[src/rtl/trm_pkg.sv]
// Shared types and codes for the two-register machine executor.
package trm_pkg;

  localparam logic [3:0] FUNC_NOP      = 4'd0;
  localparam logic [3:0] FUNC_LOAD_IMM = 4'd1;
  localparam logic [3:0] FUNC_SWAP     = 4'd2;
  localparam logic [3:0] FUNC_LOAD_MEM = 4'd3;
  localparam logic [3:0] FUNC_STORE    = 4'd4;
  localparam logic [3:0] FUNC_JUMPIF   = 4'd5;
  localparam logic [3:0] FUNC_ROTATE   = 4'd6;
  localparam logic [3:0] FUNC_FLIP     = 4'd7;
  localparam logic [3:0] FUNC_UNRES_LB = 4'd8;
  localparam logic [3:0] FUNC_UNRES_MC = 4'd9;

  localparam logic [1:0] STATUS_OK     = 2'd0;
  localparam logic [1:0] STATUS_RANGE  = 2'd1;
  localparam logic [1:0] STATUS_LABEL  = 2'd2;
  localparam logic [1:0] STATUS_MACRO  = 2'd3;

  localparam logic [63:0] CHAR_PORT = 64'hFFFF_FFFF_FFFF_FFFF;
  localparam logic [63:0] WORD_PORT = 64'hFFFF_FFFF_FFFF_FFFE;
  localparam logic [7:0]  CHAR_LIMIT = 8'h80;

  typedef struct packed {
    logic [1:0]  status;
    logic [63:0] next_index;
    logic        halted;
    logic        char_in_taken;
    logic        char_out_valid;
    logic [6:0]  char_out;
    logic        word_out_valid;
    logic [63:0] word_out;
    logic [63:0] reg_a_now;
    logic [63:0] reg_b_now;
  } trm_res_t;

  typedef struct packed {
    logic [63:0] a;
    logic [63:0] b;
    logic [63:0] idx;
    logic        mem_we;
    trm_res_t    res;
  } trm_exec_t;

endpackage

[src/rtl/trm_exec.sv]
// Instruction execute logic: next register state, memory write and result.
module trm_exec #(
  parameter int MEM_WORDS = 65536
) (
  input  logic [3:0]         func,
  input  logic [63:0]        immediate,
  input  logic [7:0]         char_in,
  input  logic [63:0]        a,
  input  logic [63:0]        b,
  input  logic [63:0]        idx,
  input  logic [63:0]        rdata,
  input  logic [31:0]        prog_len,
  output trm_pkg::trm_exec_t ex
);
  import trm_pkg::*;

  logic [63:0] a_nxt;
  logic [63:0] b_nxt;
  logic [63:0] next;
  logic [63:0] inc;
  logic [1:0]  status;
  logic        taken;
  logic        cvalid;
  logic [6:0]  cval;
  logic        wvalid;
  logic [63:0] wval;
  logic        mem_we;
  logic        a_in_mem;
  logic        b_in_mem;

  assign inc      = idx + 64'd1;
  assign a_in_mem = a < 64'(MEM_WORDS);
  assign b_in_mem = b < 64'(MEM_WORDS);

  always_comb begin
    a_nxt  = a;
    b_nxt  = b;
    next   = inc;
    status = STATUS_OK;
    taken  = 1'b0;
    cvalid = 1'b0;
    cval   = 7'd0;
    wvalid = 1'b0;
    wval   = 64'd0;
    mem_we = 1'b0;
    case (func)
      FUNC_LOAD_IMM: a_nxt = immediate;
      FUNC_SWAP: begin
        a_nxt = b;
        b_nxt = a;
      end
      FUNC_LOAD_MEM: begin
        if (a == WORD_PORT) begin
          a_nxt = 64'd0;
        end else if (a == CHAR_PORT) begin
          taken = 1'b1;
          a_nxt = (char_in < CHAR_LIMIT) ? {56'd0, char_in} : 64'd0;
        end else if (a_in_mem) begin
          a_nxt = rdata;
        end else begin
          a_nxt  = 64'd0;
          status = STATUS_RANGE;
        end
      end
      FUNC_STORE: begin
        if (b == WORD_PORT) begin
          wvalid = 1'b1;
          wval   = a;
        end else if (b == CHAR_PORT) begin
          if (a < 64'(CHAR_LIMIT)) begin
            cvalid = 1'b1;
            cval   = a[6:0];
          end
        end else if (b_in_mem) begin
          mem_we = 1'b1;
        end else begin
          status = STATUS_RANGE;
        end
      end
      FUNC_JUMPIF: begin
        if (a[0]) begin
          next  = b;
          b_nxt = inc;
        end
      end
      FUNC_ROTATE:   a_nxt = {a[0], a[63:1]};
      FUNC_FLIP:     a_nxt = {a[63:1], ~a[0]};
      FUNC_UNRES_LB: status = STATUS_LABEL;
      FUNC_UNRES_MC: status = STATUS_MACRO;
      default: ;
    endcase
    if (status != STATUS_OK) begin
      next = idx;
    end
  end

  assign ex.a                  = a_nxt;
  assign ex.b                  = b_nxt;
  assign ex.idx                = next;
  assign ex.mem_we             = mem_we;
  assign ex.res.status         = status;
  assign ex.res.next_index     = next;
  assign ex.res.halted         = (status != STATUS_OK) || (next >= {32'd0, prog_len});
  assign ex.res.char_in_taken  = taken;
  assign ex.res.char_out_valid = cvalid;
  assign ex.res.char_out       = cval;
  assign ex.res.word_out_valid = wvalid;
  assign ex.res.word_out       = wval;
  assign ex.res.reg_a_now      = a_nxt;
  assign ex.res.reg_b_now      = b_nxt;

endmodule

[config.mk]
export PLATFORM = sky130hd
export DESIGN_NAME = trm_exec
export DESIGN_NICKNAME = d
export VERILOG_FILES = /design/src/rtl/trm_pkg.sv /design/src/rtl/trm_exec.sv
export SDC_FILE = /design/constraint.sdc
export NUM_CORES = 1
export LEC_CHECK = 0
export BUFFER_PORTS_ARGS = -buffer_cell sky130_fd_sc_hd__clkbuf_2
export CAP_MARGIN = 20
export CORE_AREA = 2 2 322 324
export DETAILED_ROUTE_END_ITERATION = 8
export DIE_AREA = 0 0 324 326
export PLACE_DENSITY_LB_ADDON = 0.3
export SLEW_MARGIN = 30
export SYNTH_ARGS = -nofsm -noshare
export SYNTH_HDL_FRONTEND = slang
export SYNTH_SLANG_ARGS = --single-unit
[constraint.sdc]
create_clock -name vclk -period 5.8
set_input_delay 0.58 -clock vclk [all_inputs]
set_output_delay 0.58 -clock vclk [all_outputs]
set_load 0.05 [all_outputs]
==> metrics.md, run 1 <==
| Metric | Value |
|---|---|
| Outcome | finished with violations |
| Failing checks | negative setup slack |
| Post-synth top area share | 14.5% |
| Final setup viols | 1 |
| Final antenna-violating net count | 0 |
| Starting density of the core | 9.97% |
| Inst Count DP | 3822 |
| Vias per cell | 4.52 |
| Yosys top cell by area | buf_4 |
| Main combinational cell family by area after synthesis | compound AO/OA/AOI/OAI gates |
| Length of the first detailed-routing pass in iterations | 5 |
| Gpl congestion | 0.933 |
| Post-Synthesis Cells | 1665 |
| CP Class | in2out |
| Fin worst setup slack | -0.570 ns |
| Synth area leaders | buf_4, nand2_1, a22oi_1, nor2_1, o21ai_0 |
| Post-synthesis compound-gate area fraction | 36.0% |
| Hold Buf Count CTS | 0 |
| Initial DRC Count | 1642 |
| Synth-to-layout area growth | 77.2% |
| Initial antenna violation count | 63 |
| Adder and majority gate portion of the synthesized area | 4.04% |
| Critical path launch point type | primary input |
| Layout net count | 2848 |
| Leak | 8.35 nW |
| WHS Endpoint | ex[189] |
| Hold Startpoint | a[61] |
| Pwr dens | 124 nW/um^2 |
| Simple-gate share of the synthesized area | 33.5% |
| Post-route cell area | 18100 um^2 |
| Hold WC Path Type | in2out |
| Finished Layout Cells | 3847 |
| Final period util | 110% |
| Sequential share of the synthesized area | 0% |
| Post-DR wirelength/cell | 31.9 um |
| Post-synth cell types | 67 |
| Rel. slew slack | 23.0% |
| Die area | 106000 um^2 |
| Syn avg cell area | 6.14 um^2 |
| Number of buffers added on ports | 826 |
| Final hold vios | 0 |
| Peak supply drop | 0.0000816 V |
| Ports | 826 |
| Core Region | 103000 um^2 |
| Total of max-cap violations | 0 |
| Worst EP arrival | 5.79 ns |
| Fin Setup TNS | -0.570 ns |
| Syn Nets | 2062 |
| Routed vias | 17400 |
| CLK BUF | 0 |
| CP Data Required Time | 5.22 ns |
| Tot Pwr | 0.00225 W |
| Grt total ovfl | 0 |
| First-pass GRT wire length | 157000 um |
| DRC Markers | 0 |
| Top-count cell post-synth | buf_4 |
| Hold Crit Depth | 3 |
| Largest net degree at the start of global routing | 129 |
| Seq cells | 0 |
| Mapped cell area | 10200 um^2 |
| FF/Latch Area | 0 um^2 |
| Synth cell count leaders | buf_4, nand2_1, nor2_1 |
| Worst-Margin Slew | 1.15 ns |
| Number of global-route vias before repair | 16400 |
| Fmax | 0.157 GHz |
| Post-synthesis mux area share | 0.294% |
| Die W | 324 um |
| Setup repair after global routing missed its margin | true |
| Element type at the critical path end | primary output |
| # fillers | 11900 |
| Die Y | 326 um |
| Layout cells sized above 1 | 48.6% |
| Post-DP HPWL | 107000 um |
| Syn. warnings | 0 |
| Worst-path maximum fanout | 5 |
| Post-DP Area | 17700 um^2 |
| Worst slack at placement | -1.55 ns |
| Final Critical Period | 6.37 ns |
| Std cell rows | 118 |
| Total GRT Usage | 21.8% |
| Final Max Slew Viols | 0 |
| Final wirelength | 123000 um |
| XOR/XNOR Fraction of Synth Area | 4.88% |
==> metrics by stage <==
step	hold slack [ns]	utilization [%]
final	1.61	17.7
after global routing	1.62	17.6
after CTS	1.61	17.4
after detailed placement	1.61	17.3
after global placement	1.61	17.3
after floorplan	1.35	-
==> worst max-delay path, stage by stage <==
cell	delay [ns]
buf_6	0.11
nor4_4	0.45
nand4_1	0.51
buf_4	0.32
or3_4	0.40
a31o_4	0.26
nor2_4	0.13
buf_12	0.13
buf_4	0.13
o21ai_0	0.10
a22oi_2	0.29
ha_1	0.29
nand3_1	0.08
nor3_1	0.05
a221oi_2	0.31
o211ai_1	0.21
a2111oi_2	0.35
buf_4	0.20
o2111ai_4	0.14
nor4_2	0.31
nand4_1	0.18
buf_8	0.20
==> cell families after synthesis <==
logic type,Yosys count
XOR/XNOR,57
buffers and inverters,380
AND/OR/NAND/NOR,667
AO/OA/AOI/OAI,525
adder cells (fa/ha/maj),33
multiplexers,3
==> area by class of cell <==
cell class	count	area (um^2)	area share [%]
antenna	18	45.0	0.249
inverter	48	180	0.994
timing repair buffer	1116	7770	42.9
multi-input combinational	1285	8400	46.4
tap	1380	1730	9.53
==> per-layer routing <==
metal | wire length [um] | track usage [%]
met4 | 3860 | 6.39
met3 | 10900 | 6.07
met1 | 53500 | 29.4
met2 | 53800 | 33.7
met5 | 447 | 0
==> layout by cell type, fill, tap and decap left out, types with 9 or more instances in the layout <==
| cell type | count |
|---|---|
| clkbuf_2 | 734 |
| buf_4 | 279 |
| nand2_1 | 177 |
| nor2_1 | 136 |
| buf_12 | 94 |
| a22oi_1 | 85 |
| o21ai_0 | 82 |
| and2_1 | 79 |
| a31oi_1 | 72 |
| nand4_1 | 69 |
| inv_1 | 48 |
| nor4_1 | 46 |
| a22o_1 | 44 |
| a221oi_1 | 43 |
| a21oi_1 | 41 |
| nand3_1 | 37 |
| ha_1 | 32 |
| xnor2_1 | 31 |
| nor3_1 | 26 |
| xor2_1 | 26 |
| a221o_1 | 24 |
| diode_2 | 18 |
| and3_1 | 16 |
| o21ai_1 | 14 |
| o31ai_1 | 14 |
| o22ai_1 | 13 |
| nand2b_1 | 11 |
| and4_1 | 11 |
| a21oi_2 | 10 |
| nor2b_1 | 9 |
| o21a_1 | 9 |
==> worst max path at each step <==
| stage | startpoint | endpoint | slack (ns) |
|---|---|---|---|
| after floorplan | b[60] | ex[202] | 0.07 |
| after global placement | b[26] | ex[202] | -1.62 |
| after detailed placement | b[25] | ex[202] | -1.55 |
| after CTS | b[28] | ex[202] | -0.62 |
| after global routing | b[25] | ex[202] | -0.76 |
| final | b[27] | ex[202] | -0.57 |
==> report_power, final <==
| part | switching, W | internal [W] |
|---|---|---|
| clock network | 0 | 0.000000000400 |
| logic | 0.00165 | 0.000601 |
| registers | 0 | 0 |
==> timing repair <==
item                       in CTS  in global routing
pin swaps                      12                 26
gates cloned                    0                  1
gates resized for setup        27                 45
setup endpoints to repair       1                  1
setup buffers                   2                  4
(Power assumes the default switching activity.)
==> run 2, diff against run 1 <==
PLACE_DENSITY_LB_ADDON = unset   (was 0.3)
==> run 2 against run 1 <==
  * The run still ends with negative setup slack left
  * Non-clock buffer count increased by 28
  * Design area decreased by 4.3%
  * Final cell count increased by 0.88%
  * Flip-flop and latch count unchanged
  * Global-route usage increased by 1.6 points
  * Critical path type unchanged
  * Largest cell class unchanged
==> metrics.md, run 2 (synthesis gave the netlist of run 1 again) <==
| Metric | Value |
|---|---|
| Grt total ovfl | 0 (unchanged) |
| Total of max-cap violations | 0 (unchanged) |
| Rel. slew slack | 32.7% (+9.7 points) |
| Failing checks | negative setup slack |
| Pwr dens | 131 nW/um^2 (+5.6%) |
| Die area | 106000 um^2 (unchanged) |
| Hold Buf Count CTS | 0 (unchanged) |
| Outcome | finished with violations |
| Number of global-route vias before repair | 16800 (+2.5%) |
| Layout cells sized above 1 | 49.0% (+0.42 points) |
| Initial antenna violation count | 69 (+9.5%) |
| Final hold vios | 0 (unchanged) |
| Seq cells | 0 (unchanged) |
| CP Data Required Time | 5.22 ns (about the same) |
| Ports | 826 (unchanged) |
| Hold Slack | 1.62 ns (+0.00329 ns) |
| Slowest Stage Delay on Critical Path | 0.61 ns (+0.10 ns) |
| Largest net degree at the start of global routing | 91 (-29%) |
| Gpl congestion | 0.964 (+3.3%) |
| Final wirelength | 132000 um (+8.0%) |
| Commonest non-fill, non-tap cell in the layout | clkbuf_2 |
| Seq pwr share | 0% (unchanged) |
| Peak supply drop | 0.0000846 V (+3.7%) |
| Total GRT Usage | 23.5% (+1.6 points) |
| Clock Power Share | 0% (unchanged) |
| Fin worst setup slack | -0.400 ns (+0.171 ns) |
| Worst-path maximum fanout | 6 (+1) |
| Die Y | 326 um (unchanged) |
| Post-DR wirelength/cell | 34.1 um (+7.0%) |
| Hold WC Path Type | in2out |
| DRC Markers | 0 (unchanged) |
| Fmax | 0.161 GHz (+2.8%) |
| Most frequent cells in the layout | clkbuf_2, buf_4, nand2_1, nor2_1 |
| Crit-path most repeated cell | nand4_1 |
| Element type at the critical path end | primary output |
| Routed vias | 18100 (+4.0%) |
| Critical-path cell list | buf_8 -> buf_6 -> nand4_1 -> nor4_4 -> nand4_1 -> buf_6 -> a31o_4 -> nor2_4 -> buf_12 -> o21ai_0 -> a22oi_2 -> ha_1 -> a21oi_1 -> o21ai_0 -> a221oi_2 -> o211ai_1 -> buf_4 -> a2111oi_4 -> buf_4 -> o2111ai_4 -> nor4_2 -> nand4_1 -> buf_12 |
| Final Max Slew Viols | 0 (unchanged) |
| Synth-to-layout area growth | 69.5% |
| Worst-Margin Slew | 0.998 ns (-0.148 ns) |
| FF/Latch Area | 0 um^2 (unchanged) |
| Std cell rows | 118 (unchanged) |
| Worst EP arrival | 5.62 ns (-0.17 ns) |
| Core Region | 103000 um^2 (unchanged) |
| Final Critical Period | 6.20 ns (-0.171 ns) |
| Die W | 324 um (unchanged) |
| Tot Pwr | 0.00227 W (+0.97%) |
| Number of buffers added on ports | 826 (unchanged) |
| Initial DRC Count | 1815 (+11%) |
| Post-DP HPWL | 116000 um (+8.9%) |
| CP Class | in2out |
| Setup repair after global routing missed its margin | true |
| Combinational Power Share | 100.0% (about the same) |
| Leak | 8.22 nW (-1.5%) |
| Starting density of the core | 9.97% (unchanged) |
| Final setup viols | 1 (unchanged) |
| # fillers | 12000 (+0.79%) |
| Critical path launch point type | primary input |
| First-pass GRT wire length | 166000 um (+5.8%) |
| Final period util | 107% (-2.9 points) |
| CLK BUF | 0 (unchanged) |
| Final antenna-violating net count | 0 (unchanged) |
| Internal cell power | 0.000571 W (-5.0%) |
| Switching power | 0.00170 W (+3.1%) |
| Sw Share | 74.8% (+1.6 points) |
| Vias per cell | 4.66 (+3.1%) |
| Slowest cell on crit path | nor4_4 |
| Length of the first detailed-routing pass in iterations | 6 (+1) |
| Layout net count | 2876 (+0.98%) |
[run 2: worst max-delay path, delay by kind of cell]
kind            cells  cell delay, ns
simple gates        6            1.82
compound gates      9            1.71
buf+inv             7            1.17
fa+ha+maj           1            0.28
[run 2: repair_timing]
action,in CTS,in global routing
pin swaps,13,28
cloned,0,3
setup buffers,5,18
gates resized for setup,14,61
setup endpoints to repair,1,1
[run 2: power groups by stage]
stage	Sequential (W)	Clock (W)	Combinational, W
floorplan	0	0	0.00135
global placement	0	0	0.00222
detailed placement	0	0	0.00221
CTS	0	0	0.00222
global route	0	0.000000000256	0.00235
finish	0	0.000000000350	0.00227
[run 2: per-layer routing]
metal / track usage, % / share of wire [%]
met2: 35.7 / 42
met1: 31.3 / 43
met3: 8.61 / 11
met4: 5.33 / 3.1
met5: 0 / 0.37
[run 2: layout make-up]
type / instances / area (um^2) / area share, %
antenna: 24 / 60.1 / 0.346
inverter: 48 / 180 / 1.04
multi-input combinational: 1285 / 8430 / 48.6
tap: 1380 / 1730 / 9.96
timing repair buffer: 1144 / 6940 / 40.0
[run 2: through the flow]
stage | cells | setup slack [ns] | area (um^2) | util, % | TNS (ns)
after global routing | 3868 | -0.586 | 17300 | 16.9 | -0.586
final | 3881 | -0.400 | 17300 | 16.9 | -0.400
after floorplan | 1665 | 0.0715 | 10300 | - | 0
after global placement | 3831 | -1.47 | 16700 | 16.3 | -1.47
after detailed placement | 3831 | -1.23 | 16700 | 16.3 | -1.23
after CTS | 3836 | -0.675 | 16800 | 16.4 | -0.675
[run 2: path summary, 6_finish.rpt]
check | start | to | depth (start not counted)
min | rdata[36] | ex[434] | 4
max | b[55] | ex[202] | 23
==> run 3, diff against run 2 <==
ABC_AREA = 1   (was unset)
CORE_AREA = 2 2 326 328   (was 2 2 322 324)
DIE_AREA = 0 0 328 330   (was 0 0 324 326)
==> run 3 against run 2 <==
  * The run now ends clean
  * First-iteration DRC count is 27% higher
  * Utilization is 1.6 points lower
  * Largest power group unchanged
  * Total power is 2.0% higher
==> metrics.md, run 3 <==
| Metric | Value |
|---|---|
| Slowest cell on crit path | ha_1 |
| Die area | 108000 um^2 (+2.5%) |
| Ports | 826 (unchanged) |
| Worst-path maximum fanout | 7 (+1) |
| Final Critical Period | 5.36 ns (-0.838 ns) |
| Die Y | 330 um (+1.2%) |
| Starting density of the core | 10.6% (+0.66 points) |
| CLK BUF | 0 (unchanged) |
| First-pass GRT wire length | 163000 um (-1.8%) |
| Synth area leaders | nand2_1, buf_4, nor2_1, inv_1, o221ai_1 |
| Gpl congestion | 0.970 (+0.65%) |
| Worst-Margin Slew | 1.00 ns (+0.00192 ns) |
| Syn avg cell area | 5.02 um^2 (-18%) |
| CP Data Required Time | 5.22 ns (about the same) |
| # fillers | 12600 (+5.5%) |
| Rel. slew slack | 33.3% (+0.58 points) |
| Worst EP arrival | 4.78 ns (-0.84 ns) |
| Outcome | complete, no violations |
| Initial DRC Count | 2306 (+27%) |
| Most frequent cells in the layout | clkbuf_2, nand2_1, nor2_1, inv_1, buf_4 |
| Initial antenna violation count | 55 (-20%) |
| Final hold vios | 0 (unchanged) |
| GR Layer Usage met2 | 35.3% (-0.47 points) |
| Syn. warnings | 0 (unchanged) |
| Hold WC Path Type | in2out |
| Element type at the critical path end | primary output |
| Layout net count | 3246 (+13%) |
| Number of buffers added on ports | 826 (unchanged) |
| Std cell rows | 119 (+0.85%) |
| Grt peak-use layer | met2 |
| Synth cell count leaders | nand2_1, nor2_1, inv_1 |
| Routed vias | 18900 (+4.5%) |
| Pwr dens | 145 nW/um^2 (+10%) |
| Hold Buf Count CTS | 0 (unchanged) |
| Fmax | 0.187 GHz (+16%) |
| Largest net degree at the start of global routing | 45 (-51%) |
| Total of max-cap violations | 0 (unchanged) |
| Final setup viols | 0 (-1) |
| Core Region | 105000 um^2 (+2.0%) |
| Number of global-route vias before repair | 17200 (+2.6%) |
| Final wirelength | 129000 um (-2.1%) |
| Fin worst setup slack | 0.438 ns (+0.838 ns) |
| Top-count cell post-synth | nand2_1 |
| Post-DP HPWL | 117000 um (+0.41%) |
| Post-synth cell types | 46 (-31%) |
| Final period util | 92.4% (-14 points) |
| Seq cells | 0 (unchanged) |
| Final antenna-violating net count | 0 (unchanged) |
| Layout cells sized above 1 | 34.7% (-14 points) |
| Post-DR wirelength/cell | 30.5 um (-11%) |
| Tot Pwr | 0.00231 W (+2.0%) |
| Total GRT Usage | 22.4% (-1.0 points) |
| Post-synth top area share | 24.0% (+9.6 points) |
| Yosys top cell by area | nand2_1 |
| Leak | 8.19 nW (-0.28%) |
| Post-Synthesis Cells | 2215 (+33%) |
| Grt total ovfl | 0 (unchanged) |
| Worst slack at placement | -0.103 ns (+1.13 ns) |
| Mapped cell area | 11100 um^2 (+8.7%) |
| FF/Latch Area | 0 um^2 (unchanged) |
| Final Max Slew Viols | 0 (unchanged) |
| Slowest Stage Delay on Critical Path | 0.31 ns (-0.30 ns) |
| Vias per cell | 4.45 (-4.6%) |
| Commonest non-fill, non-tap cell in the layout | clkbuf_2 |
| DRC Markers | 0 (unchanged) |
| Met3 Use GR | 7.93% (-0.68 points) |
| Synth-to-layout area growth | 43.9% |
| Syn Nets | 2612 (+27%) |
| Peak supply drop | 0.0000837 V (-1.0%) |
| Critical path launch point type | primary input |
| CP Class | in2out |
| Die W | 328 um (+1.2%) |
| Sequential share of the synthesized area | 0% (unchanged) |
| Length of the first detailed-routing pass in iterations | 6 (unchanged) |
| Crit-path most repeated cell | nand2_1 |
| GR Util met1 | 29.6% (-1.7 points) |
run 3: cell types whose count changed in the layout (fill, tap and decap cells not counted), sizes merged, moves of 40 or more:
cell    delta
nor2     +196
a22o      -44
a22oi     -80
o221ai    +68
nand4     -40
inv      +244
a31oi     -71
o211ai    +44
and2      -77
o22ai     +53
nand2    +534
nor4      -54
buf      -235
run 3: power breakdown:
group               total [W]     internal, W  switching [W]
Combinational         0.00231        0.000467        0.00185
Sequential                  0               0              0
Clock          0.000000000305  0.000000000305              0
run 3: cell type report:
class	instances	area (um^2)	area share, %
diodes	13	32.5	0.203
repair buffers	925	4930	30.8
multi-input cells	1627	8190	51.2
well taps	1391	1740	10.9
inverters	295	1110	6.92
run 3: cell families after synthesis:
logic type | synth area share [%]
compound gates | 23.5
xor+xnor | 3.07
fa+ha+maj | 3.71
buf+inv | 27.0
simple gates | 42.8
run 3: metrics by stage:
stage | cells | setup TNS, ns | area (um^2) | utilization (%) | hold WS, ns
6_report | 4251 | 0 | 16000 | 15.3 | 1.64
5_1_grt | 4245 | -0.00244 | 16000 | 15.3 | 1.67
3_5_place_dp | 4235 | -0.103 | 15900 | 15.2 | 1.64
3_3_place_gp | 4235 | -0.184 | 15900 | 15.2 | 1.63
2_1_floorplan | 2215 | 0 | 11100 | - | 1.28
4_1_cts | 4238 | 0 | 15900 | 15.2 | 1.64
run 3: timing repair:
item | CTS | global route
endpoints found under the setup margin | 1 | 1
resized for setup | 0 | 13
buffers inserted | 3 | 0
pin swaps | 1 | 1
run 3: path summary, 6_finish.rpt:
check / start / endpoint / slack (ns) / cells past startpoint
min: immediate[55] / ex[453] / 1.64 / 4
max: a[63] / ex[202] / 0.44 / 36
run 3: per-layer routing:
metal	share of wire (%)	vias up
met2	44	1363
met5	0.26	-
met4	2.2	48
li1	-	8331
met3	11	180
met1	43	8983
run 3: critical path, delay by kind of cell:
family / cells / cell delay, ns
AO/OA/AOI/OAI: 1 / 0.14
adder cells (fa/ha/maj): 1 / 0.31
AND/OR/NAND/NOR: 31 / 3.11
buffers and inverters: 3 / 0.60
